**config.mk**
```make
export PLATFORM = sky130hd
export DESIGN_NAME = gf2_controller
export DESIGN_NICKNAME = d
export VERILOG_FILES = /design/src/hw/rtl/gf2_pkg.sv /design/src/hw/rtl/gf2_controller.sv
export SDC_FILE = /design/constraint.sdc
export NUM_CORES = 1
export LEC_CHECK = 0
export ABC_AREA = 1
export BUFFER_PORTS_ARGS = -buffer_cell sky130_fd_sc_hd__buf_4
export CORE_ASPECT_RATIO = 0.9
export CORE_MARGIN = 2
export CORE_UTILIZATION = 50
export CTS_CLUSTER_SIZE = 40
export DETAILED_ROUTE_END_ITERATION = 10
export PLACE_DENSITY = 0.73
export SLEW_MARGIN = 10
export SYNTH_ARGS = -nofsm -noshare
export SYNTH_HDL_FRONTEND = slang
export SYNTH_SLANG_ARGS = --single-unit
```
**constraint.sdc**
```tcl
create_clock -name clock -period 1.75 [get_ports clock]
set_input_delay 0.0875 -clock clock [delete_from_list [all_inputs] [get_ports clock]]
set_output_delay 0.0875 -clock clock [all_outputs]
set_load 0.005 [all_outputs]
```
**src/hw/rtl/gf2_pkg.sv**
```systemverilog
`timescale 1ns / 1ps

package gf2_pkg;

   // Operand and accumulator widths.
   localparam int AW     = 68;   // wide multiplicand (sums, gains)
   localparam int BW     = 40;   // narrow multiplier, five 8-bit digits
   localparam int DIGITS = 5;
   localparam int ACCW   = 112;  // product accumulator and divider width
   localparam int QW     = 36;   // rounded quotient with cap flag bits

   // Microprogram: ten pairs of products, two steps per pair.
   localparam int NUM_STEPS = 20;
   localparam int DIV_STEPS = 36;

   localparam logic [3:0] PAIR_DET = 4'd0;
   localparam logic [3:0] PAIR_K00 = 4'd1;
   localparam logic [3:0] PAIR_K01 = 4'd2;
   localparam logic [3:0] PAIR_K10 = 4'd3;
   localparam logic [3:0] PAIR_K11 = 4'd4;
   localparam logic [3:0] PAIR_MX  = 4'd5;
   localparam logic [3:0] PAIR_MY  = 4'd6;
   localparam logic [3:0] PAIR_CXX = 4'd7;
   localparam logic [3:0] PAIR_CXY = 4'd8;
   localparam logic [3:0] PAIR_CYY = 4'd9;

   // Largest rounded quotient magnitude that is ever added.
   localparam logic [QW-1:0] CAP_MAG = QW'(1) << (QW - 2);

   typedef enum logic [3:0] {
      A_SXX, A_SXY, A_SYY, A_A, A_B, A_D, A_K00, A_K01, A_K10, A_K11
   } a_sel_type;

   typedef enum logic [2:0] {
      B_SXX, B_SXY, B_SYY, B_DX, B_DY, B_A, B_B, B_D
   } b_sel_type;

   typedef struct packed {
      a_sel_type a_sel;
      b_sel_type b_sel;
      logic      neg;
   } mac_op_type;

   // Commands from the controller to the datapath.
   typedef struct packed {
      logic       take;
      logic       mac_en;
      logic [4:0] step;
      logic [2:0] digit;
      logic       div_step;
      logic       q_store;
      logic       commit;
      logic       out_load;
      logic       out_sing;
   } cmd_type;

   typedef struct packed {
      logic det_zero;
   } status_type;

   // Operands of each product step. The second product of a pair is
   // subtracted for the determinant and the gain entries.
   function automatic mac_op_type mac_op(input logic [4:0] step);
      mac_op_type op;
      logic       second;
      second = step[0];
      op.neg = 1'b0;
      case (step[4:1])
         PAIR_DET: begin
            op.a_sel = second ? A_SXY : A_SXX;
            op.b_sel = second ? B_SXY : B_SYY;
            op.neg   = second;
         end
         PAIR_K00: begin
            op.a_sel = second ? A_B : A_A;
            op.b_sel = second ? B_SXY : B_SYY;
            op.neg   = second;
         end
         PAIR_K01: begin
            op.a_sel = second ? A_A : A_B;
            op.b_sel = second ? B_SXY : B_SXX;
            op.neg   = second;
         end
         PAIR_K10: begin
            op.a_sel = second ? A_D : A_B;
            op.b_sel = second ? B_SXY : B_SYY;
            op.neg   = second;
         end
         PAIR_K11: begin
            op.a_sel = second ? A_B : A_D;
            op.b_sel = second ? B_SXY : B_SXX;
            op.neg   = second;
         end
         PAIR_MX: begin
            op.a_sel = second ? A_K01 : A_K00;
            op.b_sel = second ? B_DY : B_DX;
         end
         PAIR_MY: begin
            op.a_sel = second ? A_K11 : A_K10;
            op.b_sel = second ? B_DY : B_DX;
         end
         PAIR_CXX: begin
            op.a_sel = second ? A_K01 : A_K00;
            op.b_sel = second ? B_B : B_A;
         end
         PAIR_CXY: begin
            op.a_sel = second ? A_K01 : A_K00;
            op.b_sel = second ? B_D : B_B;
         end
         PAIR_CYY: begin
            op.a_sel = second ? A_K11 : A_K10;
            op.b_sel = second ? B_D : B_B;
         end
         default: begin
            op.a_sel = A_SXX;
            op.b_sel = B_SXX;
         end
      endcase
      return op;
   endfunction

   // Clamp a sum to the signed 32-bit range.
   function automatic logic [31:0] sat32(input logic signed [QW:0] v);
      logic [31:0] r;
      if ((&v[QW:31]) || !(|v[QW:31])) begin
         r = v[31:0];
      end else if (v[QW]) begin
         r = 32'h8000_0000;
      end else begin
         r = 32'h7fff_ffff;
      end
      return r;
   endfunction

endpackage

```
**src/hw/rtl/gf2_controller.sv**
```systemverilog
`timescale 1ns / 1ps

module gf2_controller import gf2_pkg::*; (
   input  logic       clock,
   input  logic       reset,
   input  logic       req_valid,
   output logic       req_stall,
   input  logic       req_type,
   output logic       rsp_valid,
   input  logic       rsp_stall,
   input  status_type status,
   output cmd_type    cmd
);

   typedef enum logic [2:0] {
      S_IDLE, S_MUL, S_CHK, S_DIV, S_QST, S_COMMIT, S_DONE
   } state_type;

   state_type  state_ff;
   logic [4:0] step_ff;
   logic [2:0] digit_ff;
   logic [5:0] divcnt_ff;
   logic       sing_ff;
   logic       rsp_valid_ff;
   logic       take;
   logic       out_fire;
   logic [3:0] pair;

   assign req_stall = (state_ff != S_IDLE);
   assign rsp_valid = rsp_valid_ff;
   assign take      = req_valid && (state_ff == S_IDLE);
   assign out_fire  = (state_ff == S_DONE) && (!rsp_valid_ff || !rsp_stall);
   assign pair      = step_ff[4:1];

   // Commands decoded from the state and counters.
   always_comb begin
      cmd.take     = take;
      cmd.mac_en   = (state_ff == S_MUL);
      cmd.step     = step_ff;
      cmd.digit    = digit_ff;
      cmd.div_step = (state_ff == S_DIV);
      cmd.q_store  = (state_ff == S_QST);
      cmd.commit   = (state_ff == S_COMMIT);
      cmd.out_load = out_fire;
      cmd.out_sing = sing_ff;
   end

   // Sequencer and result handshake.
   always_ff @(posedge clock) begin
      if (reset) begin
         state_ff     <= S_IDLE;
         step_ff      <= '0;
         digit_ff     <= '0;
         divcnt_ff    <= '0;
         sing_ff      <= 1'b0;
         rsp_valid_ff <= 1'b0;
      end else begin
         if (out_fire) begin
            rsp_valid_ff <= 1'b1;
         end else if (!rsp_stall) begin
            rsp_valid_ff <= 1'b0;
         end
         case (state_ff)
            S_IDLE: begin
               if (take) begin
                  sing_ff  <= 1'b0;
                  step_ff  <= '0;
                  digit_ff <= '0;
                  state_ff <= req_type ? S_MUL : S_DONE;
               end
            end
            S_MUL: begin
               if (digit_ff == 3'(DIGITS - 1)) begin
                  digit_ff <= '0;
                  if (step_ff[0] && pair == PAIR_DET) begin
                     state_ff <= S_CHK;
                  end else if (step_ff[0] && pair >= PAIR_MX) begin
                     divcnt_ff <= '0;
                     state_ff  <= S_DIV;
                  end else begin
                     step_ff <= step_ff + 5'd1;
                  end
               end else begin
                  digit_ff <= digit_ff + 3'd1;
               end
            end
            S_CHK: begin
               if (status.det_zero) begin
                  sing_ff  <= 1'b1;
                  state_ff <= S_DONE;
               end else begin
                  step_ff  <= step_ff + 5'd1;
                  state_ff <= S_MUL;
               end
            end
            S_DIV: begin
               if (divcnt_ff == 6'(DIV_STEPS - 1)) begin
                  state_ff <= S_QST;
               end else begin
                  divcnt_ff <= divcnt_ff + 6'd1;
               end
            end
            S_QST: begin
               if (step_ff == 5'(NUM_STEPS - 1)) begin
                  state_ff <= S_COMMIT;
               end else begin
                  step_ff  <= step_ff + 5'd1;
                  state_ff <= S_MUL;
               end
            end
            S_COMMIT: begin
               state_ff <= S_DONE;
            end
            S_DONE: begin
               if (out_fire) begin
                  state_ff <= S_IDLE;
               end
            end
            default: begin
               state_ff <= S_IDLE;
            end
         endcase
      end
   end

endmodule
```
==> out/results.tsv, run 1 <==
stage	metric	value	unit
place	hpwlAfterDp	2375	um
pwr	clock_power_share	9.5	%
clock_tree	numCtsBuffers	3	
global_route	grt_pass1_vias	1206	
synth	ys.flop_type	dfxtp_1	
final_layout	fill_cells	239	
route	vias_per_cell	5.492	
timing	setup_violations	0	
worst_setup_path	endpoint	cmd[1]	
timing	finalHoldViolCount	0	
floorplan	initial_utilization	52.23	%
synth	synth-xor-area-share	0.6856	%
timing	fin_crit	1.581	ns
timing	rsz0062_at_grt	no	
timing	worstMarginPinSlew	0.3822	ns
global_route	grt-ovfl-total	0	
final_layout	multiInputGateArea	769.5	um2
worst_setup_path	arrival	1.49	ns
floorplan	die_area	0.002976	mm2
worst_setup_path	crit_start	state_ff[1]	
clock_tree	root_buffer	clkbuf_4	
synth	syn-num-nets	216	
worst_setup_path	r2r_slack	0.19	ns
synth	synth_edf_count	0	
clock_tree	clockBufferDepth	2	
route	wirelength	3062	um
place	placed_cells	251	
timing	slew_headroom	74.49	%
synth	synth_simple_gate_area_share	44.27	%
pwr	power	2.339	mW
worst_setup_path	critPathSlowestCell	dfxtp_1	
clock_tree	cts_tree	built	
timing	post-route-period-util	90.36	%
synth	synth_warnings	0	
global_route	antenna_found_initial	0	
synth	synthAdderAreaFrac	3.918	%
pwr	cellPowerDensity	1570	mW/mm2
place	io_buffers	22	
synth	ys_ff_latch	19	
floorplan	core	0.002446	mm2
global_route	grt_pass1_wl	4988	um
clock_tree	h-tree-depth	1	
worst_setup_path	worstReg2RegStart	state_ff[0]	
synth	syn_inst	206	
worst_setup_path	critical-path-max-stage-delay	0.51	ns
place	gp_congestion	0.9553	
final_layout	n_antenna_cell	0	
worst_setup_path	r2r_end	step_ff[3]	
worst_setup_path	crit_type	reg -> out	
timing	whs	0.07107	ns
worst_setup_path	start_kind	flip-flop	
timing	skew	0.007541	ns
pwr	internal_power	1.180	mW
synth	synth_top_family_by_area	simple AND/OR/NAND/NOR gates	
pwr	p_seq_share	28.5	%
synth	synth.area.mux_share	0	%
pwr	combPwrFrac	62.0	%
global_route	grtUsageTotal	21.30	%
floorplan	rows	17	
final_layout	drive_gt1_share	17.11	%
synth	syn_area_per_cell	6.201	um2
flow_run	cap_violations	0	
final_layout	postLayoutCellArea	0.001490	mm2
final_layout	area_delta_synth_final	16.65	%
floorplan	fp.dieH	51.95	um
synth	yosysUniqueCellTypes	24	
route	routedWlPerCell	11.96	um
outcome	status	completed	
pwr	power.switching	1.159	mW
worst_setup_path	critPathMaxFanout	8	
global_route	grt_max_degree	14	
floorplan	num_io_pins	23	
route	postRouteAntennaNets	0	
timing	report.final.slew_viol_count	0	
worst_setup_path	crit_path_end_kind	output pin	
final_layout	final_cells	256	
min_path	hold_class	in -> reg	
route	vias	1406	
route	firstDrtPassIters	5	
synth	ys_seq_area_share	29.77	%
route	drt_iter0_drc	129	
pwr	power_leakage	0.7493	nW
floorplan	die_w	57.28	um
clock_tree	cts.sinks	19	
worst_setup_path	r2r_cells	9	
final_layout	layout.nets	239	
final_layout	seqCellArea	380.4	um2
timing	fin_setup_tns	0	ns
place	placed_area	0.001449	mm2
worst_setup_path	path_cells	inv_2, nor3_1, inv_1, nor2_1, buf_4	
synth	async_flop_share	0	%
pwr	p_sw_share	49.55	%
worst_setup_path	critPathRequiredTime	1.66	ns
synth	synth_area	0.001277	mm2
synth	synth_compound_area_share	10.97	%
pwr	max-vdd-ir-drop	0.0009907	V
timing	fmax	632.4	MHz
clock_tree	clk_pin_slew	0.11	ns
clock_tree	clk_latency	0.29	ns
route	drc	0	
[cell type report]
cell class,instances,area share (%)
well taps,28,2.351
repair buffers,24,12.26
multi-input cells,156,51.64
inverters,25,6.465
flip-flops and latches,19,25.52
clock buffers,4,1.763
[sequential cells by signal (all words and copies together), names as in the netlist]
| register | flops |
|---|---|
| divcnt_ff | 6 |
| step_ff | 5 |
| digit_ff | 3 |
| state_ff | 3 |
| rsp_valid | 1 |
| sing_ff | 1 |
[worst min-delay path by stage]
stage | slack [ns] | to | cells past startpoint | startpoint
after detailed placement | 0.32 | sing_ff | 2 | reset
after CTS | 0.07 | rsp_valid | 3 | rsp_stall
after floorplan | 0.16 | digit_ff[1] | 1 | reset
after global routing | 0.07 | rsp_valid | 3 | rsp_stall
after global placement | 0.31 | divcnt_ff[3] | 2 | reset
final | 0.07 | rsp_valid | 3 | rsp_stall
[layout by cell type, fill, tap and decap left out, drive strengths merged]
cell type	synthesis	routed
o21bai	1	1
a21oi	18	18
nor2	29	29
nor3	5	5
nand3	28	28
clkbuf	2	4
nand4	5	5
o21ai	7	7
inv	25	25
or2	2	2
nand2	54	54
dlygate4sd3	0	1
xnor2	1	1
buf	4	23
dfxtp	19	19
nand3b	1	1
ha	4	4
a211oi	1	1
[timing repair]
item | in CTS | in global routing
hold endpoints to repair | 3 | 0
endpoints found under the setup margin | 0 | 2
hold buffers | 1 | 0
resized for setup | 0 | 1
buffers inserted | 0 | 0
[stage by stage]
stage / util [%] / setup slack [ns]
after floorplan: - / 0.4082
after global placement: 59.23 / 0.2455
after detailed placement: 59.23 / 0.2119
after CTS: 60.72 / 0.1794
after global routing: 60.92 / 0.06115
final: 60.92 / 0.1687
[critical path, delay by kind of cell (launching register included)]
family        cells  cell delay [ns]
flops             1             0.51
buf+inv           3             0.37
simple gates      2             0.32
[cell usage after synthesis, types with 2 or more instances]
library cell	instances	area (um2)
nand2_1	52	195.2
nand3_1	28	140.1
nor2_1	24	90.09
inv_1	21	78.83
dfxtp_1	19	380.4
a21oi_1	18	90.09
o21ai_0	7	35.03
nand4_1	5	31.28
nor3_1	5	25.02
ha_1	4	50.05
nor2_4	4	45.04
buf_4	3	22.52
inv_2	3	11.26
nand2_2	2	12.51
or2_2	2	12.51
[cells by family after synthesis]
group           count (synthesis)
simple gates                  124
buf+inv                        31
compound gates                 27
flops                          19
fa+ha+maj                       4
xor+xnor                        1
[power by group through the flow]
stage          clock [mW]  sequential [mW]  combinational, mW
3_5_place_dp            0            0.673               1.42
5_1_grt             0.246            0.681               1.65
3_3_place_gp            0            0.667               1.40
6_report            0.222            0.666               1.45
2_1_floorplan           0            0.643               1.06
4_1_cts             0.229            0.662               1.43
[routing by layer]
layer	track usage (%)	up-vias	routed length, um
met5	0	-	0
met2	36.78	46	1491
li1	-	717	-
met3	4.478	6	210
met4	5.039	0	31
met1	27.23	637	1328
No activity file was read; power rests on OpenSTA's default activity.
==> run 2, diff against run 1 <==
- HOLD_SLACK_MARGIN: default -> 0.08
==> run 2 against run 1 <==
Wire length decreased by 0.20%. First-iteration DRC count down 23%. Clock-buffer cell count stayed put. Sequential power about the same. Total power increased by 0.19%. Setup slack gained 0.0083 ns. Hold slack gained 0.13 ns. Design area increased by 0.67%. Global-route usage unchanged. Clock skew up 0.0019 ns. Critical path type unchanged. Highest routed layer unchanged.
==> out/results.tsv, run 2 (synthesized netlist as in run 1, its figures left out) <==
stage	metric	value	unit
outcome	status	completed	
timing	slew_headroom	74.92	%
worst_setup_path	arrival	1.49	ns
global_route	grt-ovfl-total	0	
route	vias	1402	
global_route	grt_pass1_wl	4988	um
final_layout	largest_reg_flops	6	
floorplan	die_w	57.28	um
worst_setup_path	r2r_end	step_ff[3]	
timing	report.final.slew_viol_count	0	
timing	fin_setup_tns	0	ns
clock_tree	clk_latency	0.29	ns
min_path	whs_path_depth	3	
timing	rsz0062_at_grt	no	
worst_setup_path	start_kind	flip-flop	
worst_setup_path	critPathMaxFanout	8	
global_route	grtUsageTotal	21.30	%
min_path	min_from	status	
place	placed_area	0.001449	mm2
worst_setup_path	worstReg2RegStart	state_ff[0]	
min_path	hold_class	in -> reg	
floorplan	num_io_pins	23	
timing	post-route-period-util	89.88	%
clock_tree	clk_pin_slew	0.11	ns
place	placed_cells	251	
pwr	cellPowerDensity	1562	mW/mm2
route	firstDrtPassIters	5	
place	io_buffers	22	
final_layout	final_cells	257	
final_layout	reg_top3	divcnt_ff x6, step_ff x5	
min_path	hold_end	sing_ff	
worst_setup_path	r2r_slack	0.18	ns
final_layout	final_cell_mix	52 x nand2_1, 28 x nand3_1, 24 x nor2_1, 23 x buf_4, 21 x inv_1	
worst_setup_path	critPathRequiredTime	1.66	ns
route	drc	0	
timing	worstMarginPinSlew	0.3722	ns
clock_tree	h-tree-depth	1	
clock_tree	cts.sinks	19	
place	gp_congestion	0.9553	
route	drt_iter0_drc	99	
flow_run	cap_violations	0	
clock_tree	root_buffer	clkbuf_4	
final_layout	n_antenna_cell	0	
timing	finalHoldViolCount	0	
floorplan	core	0.002446	mm2
place	hpwlAfterDp	2375	um
final_layout	drive_gt1_share	17.03	%
floorplan	die_area	0.002976	mm2
global_route	grt_pass1_vias	1208	
worst_setup_path	r2r_cells	9	
worst_setup_path	crit_type	reg -> out	
timing	fin_crit	1.573	ns
worst_setup_path	crit_path_end_kind	output pin	
pwr	power	2.344	mW
final_layout	layout.nets	240	
final_layout	layout_commonest_cell	nand2_1	
clock_tree	clockBufferDepth	2	
route	routedWlPerCell	11.89	um
timing	fmax	635.7	MHz
final_layout	area_delta_synth_final	17.43	%
final_layout	fill_cells	238	
final_layout	postLayoutCellArea	0.001500	mm2
floorplan	fp.dieH	51.95	um
global_route	grt_max_degree	14	
floorplan	rows	17	
clock_tree	post_cts_buffers	0	
pwr	power_leakage	0.7534	nW
timing	setup_violations	0	
route	postRouteAntennaNets	0	
clock_tree	cts_tree	built	
final_layout	regMostFlops	divcnt_ff	
floorplan	initial_utilization	52.23	%
route	wirelength	3056	um
clock_tree	numCtsBuffers	3	
global_route	antenna_found_initial	0	
route	vias_per_cell	5.455	
timing	skew	0.009473	ns
pwr	max-vdd-ir-drop	0.0009873	V
run 2: layout make-up:
class	instances	area, um2	share of cell area [%]
inverter	25	96.34	6.422
clock buffer	4	26.28	1.751
sequential	19	380.4	25.35
multi-input combinational	156	769.5	51.29
timing repair buffer	25	192.7	12.84
tap	28	35.03	2.335
run 2: repair_timing:
action | 4_1_cts | 5_1_grt
endpoints found under the hold margin | 6 | 0
hold buffers | 2 | 0
setup endpoints to repair | 0 | 2
resized for setup | 0 | 1
run 2: worst max path at each step:
stage                            from      endpoint  slack, ns
final                     state_ff[1]        cmd[1]       0.18
after global routing      state_ff[1]  divcnt_ff[3]       0.06
after CTS                 state_ff[1]        cmd[1]       0.18
after detailed placement  state_ff[1]    step_ff[3]       0.21
after global placement    state_ff[1]    step_ff[4]       0.25
after floorplan            step_ff[3]  divcnt_ff[1]       0.41
run 2: through the flow:
stage | worst slack (ns) | hold slack [ns] | util, %
2_1_floorplan | 0.4082 | 0.1566 | -
3_3_place_gp | 0.2455 | 0.3104 | 59.23
3_5_place_dp | 0.2119 | 0.3161 | 59.23
4_1_cts | 0.1794 | 0.1788 | 61.13
5_1_grt | 0.06115 | 0.2131 | 61.33
6_report | 0.1770 | 0.2004 | 61.33
run 2: routing by layer:
metal | track usage (%) | part of all wire, %
met3 | 4.478 | 6.1
met1 | 27.23 | 45
met4 | 5.039 | 1.5
met5 | 0 | 0
met2 | 36.78 | 47
run 2: worst max-delay path: stages, from the launching register on:
cell	delay, ns
dfxtp_1	0.50
inv_2	0.16
nor3_1	0.20
inv_1	0.09
nor2_1	0.11
buf_4	0.12
run 2: report_power, final:
group          switching [mW]  total (mW)  internal [mW]
Combinational           0.898        1.46          0.558
Sequential              0.130       0.665          0.534
Clock                   0.134       0.222         0.0886
Total                    1.16        2.34           1.18
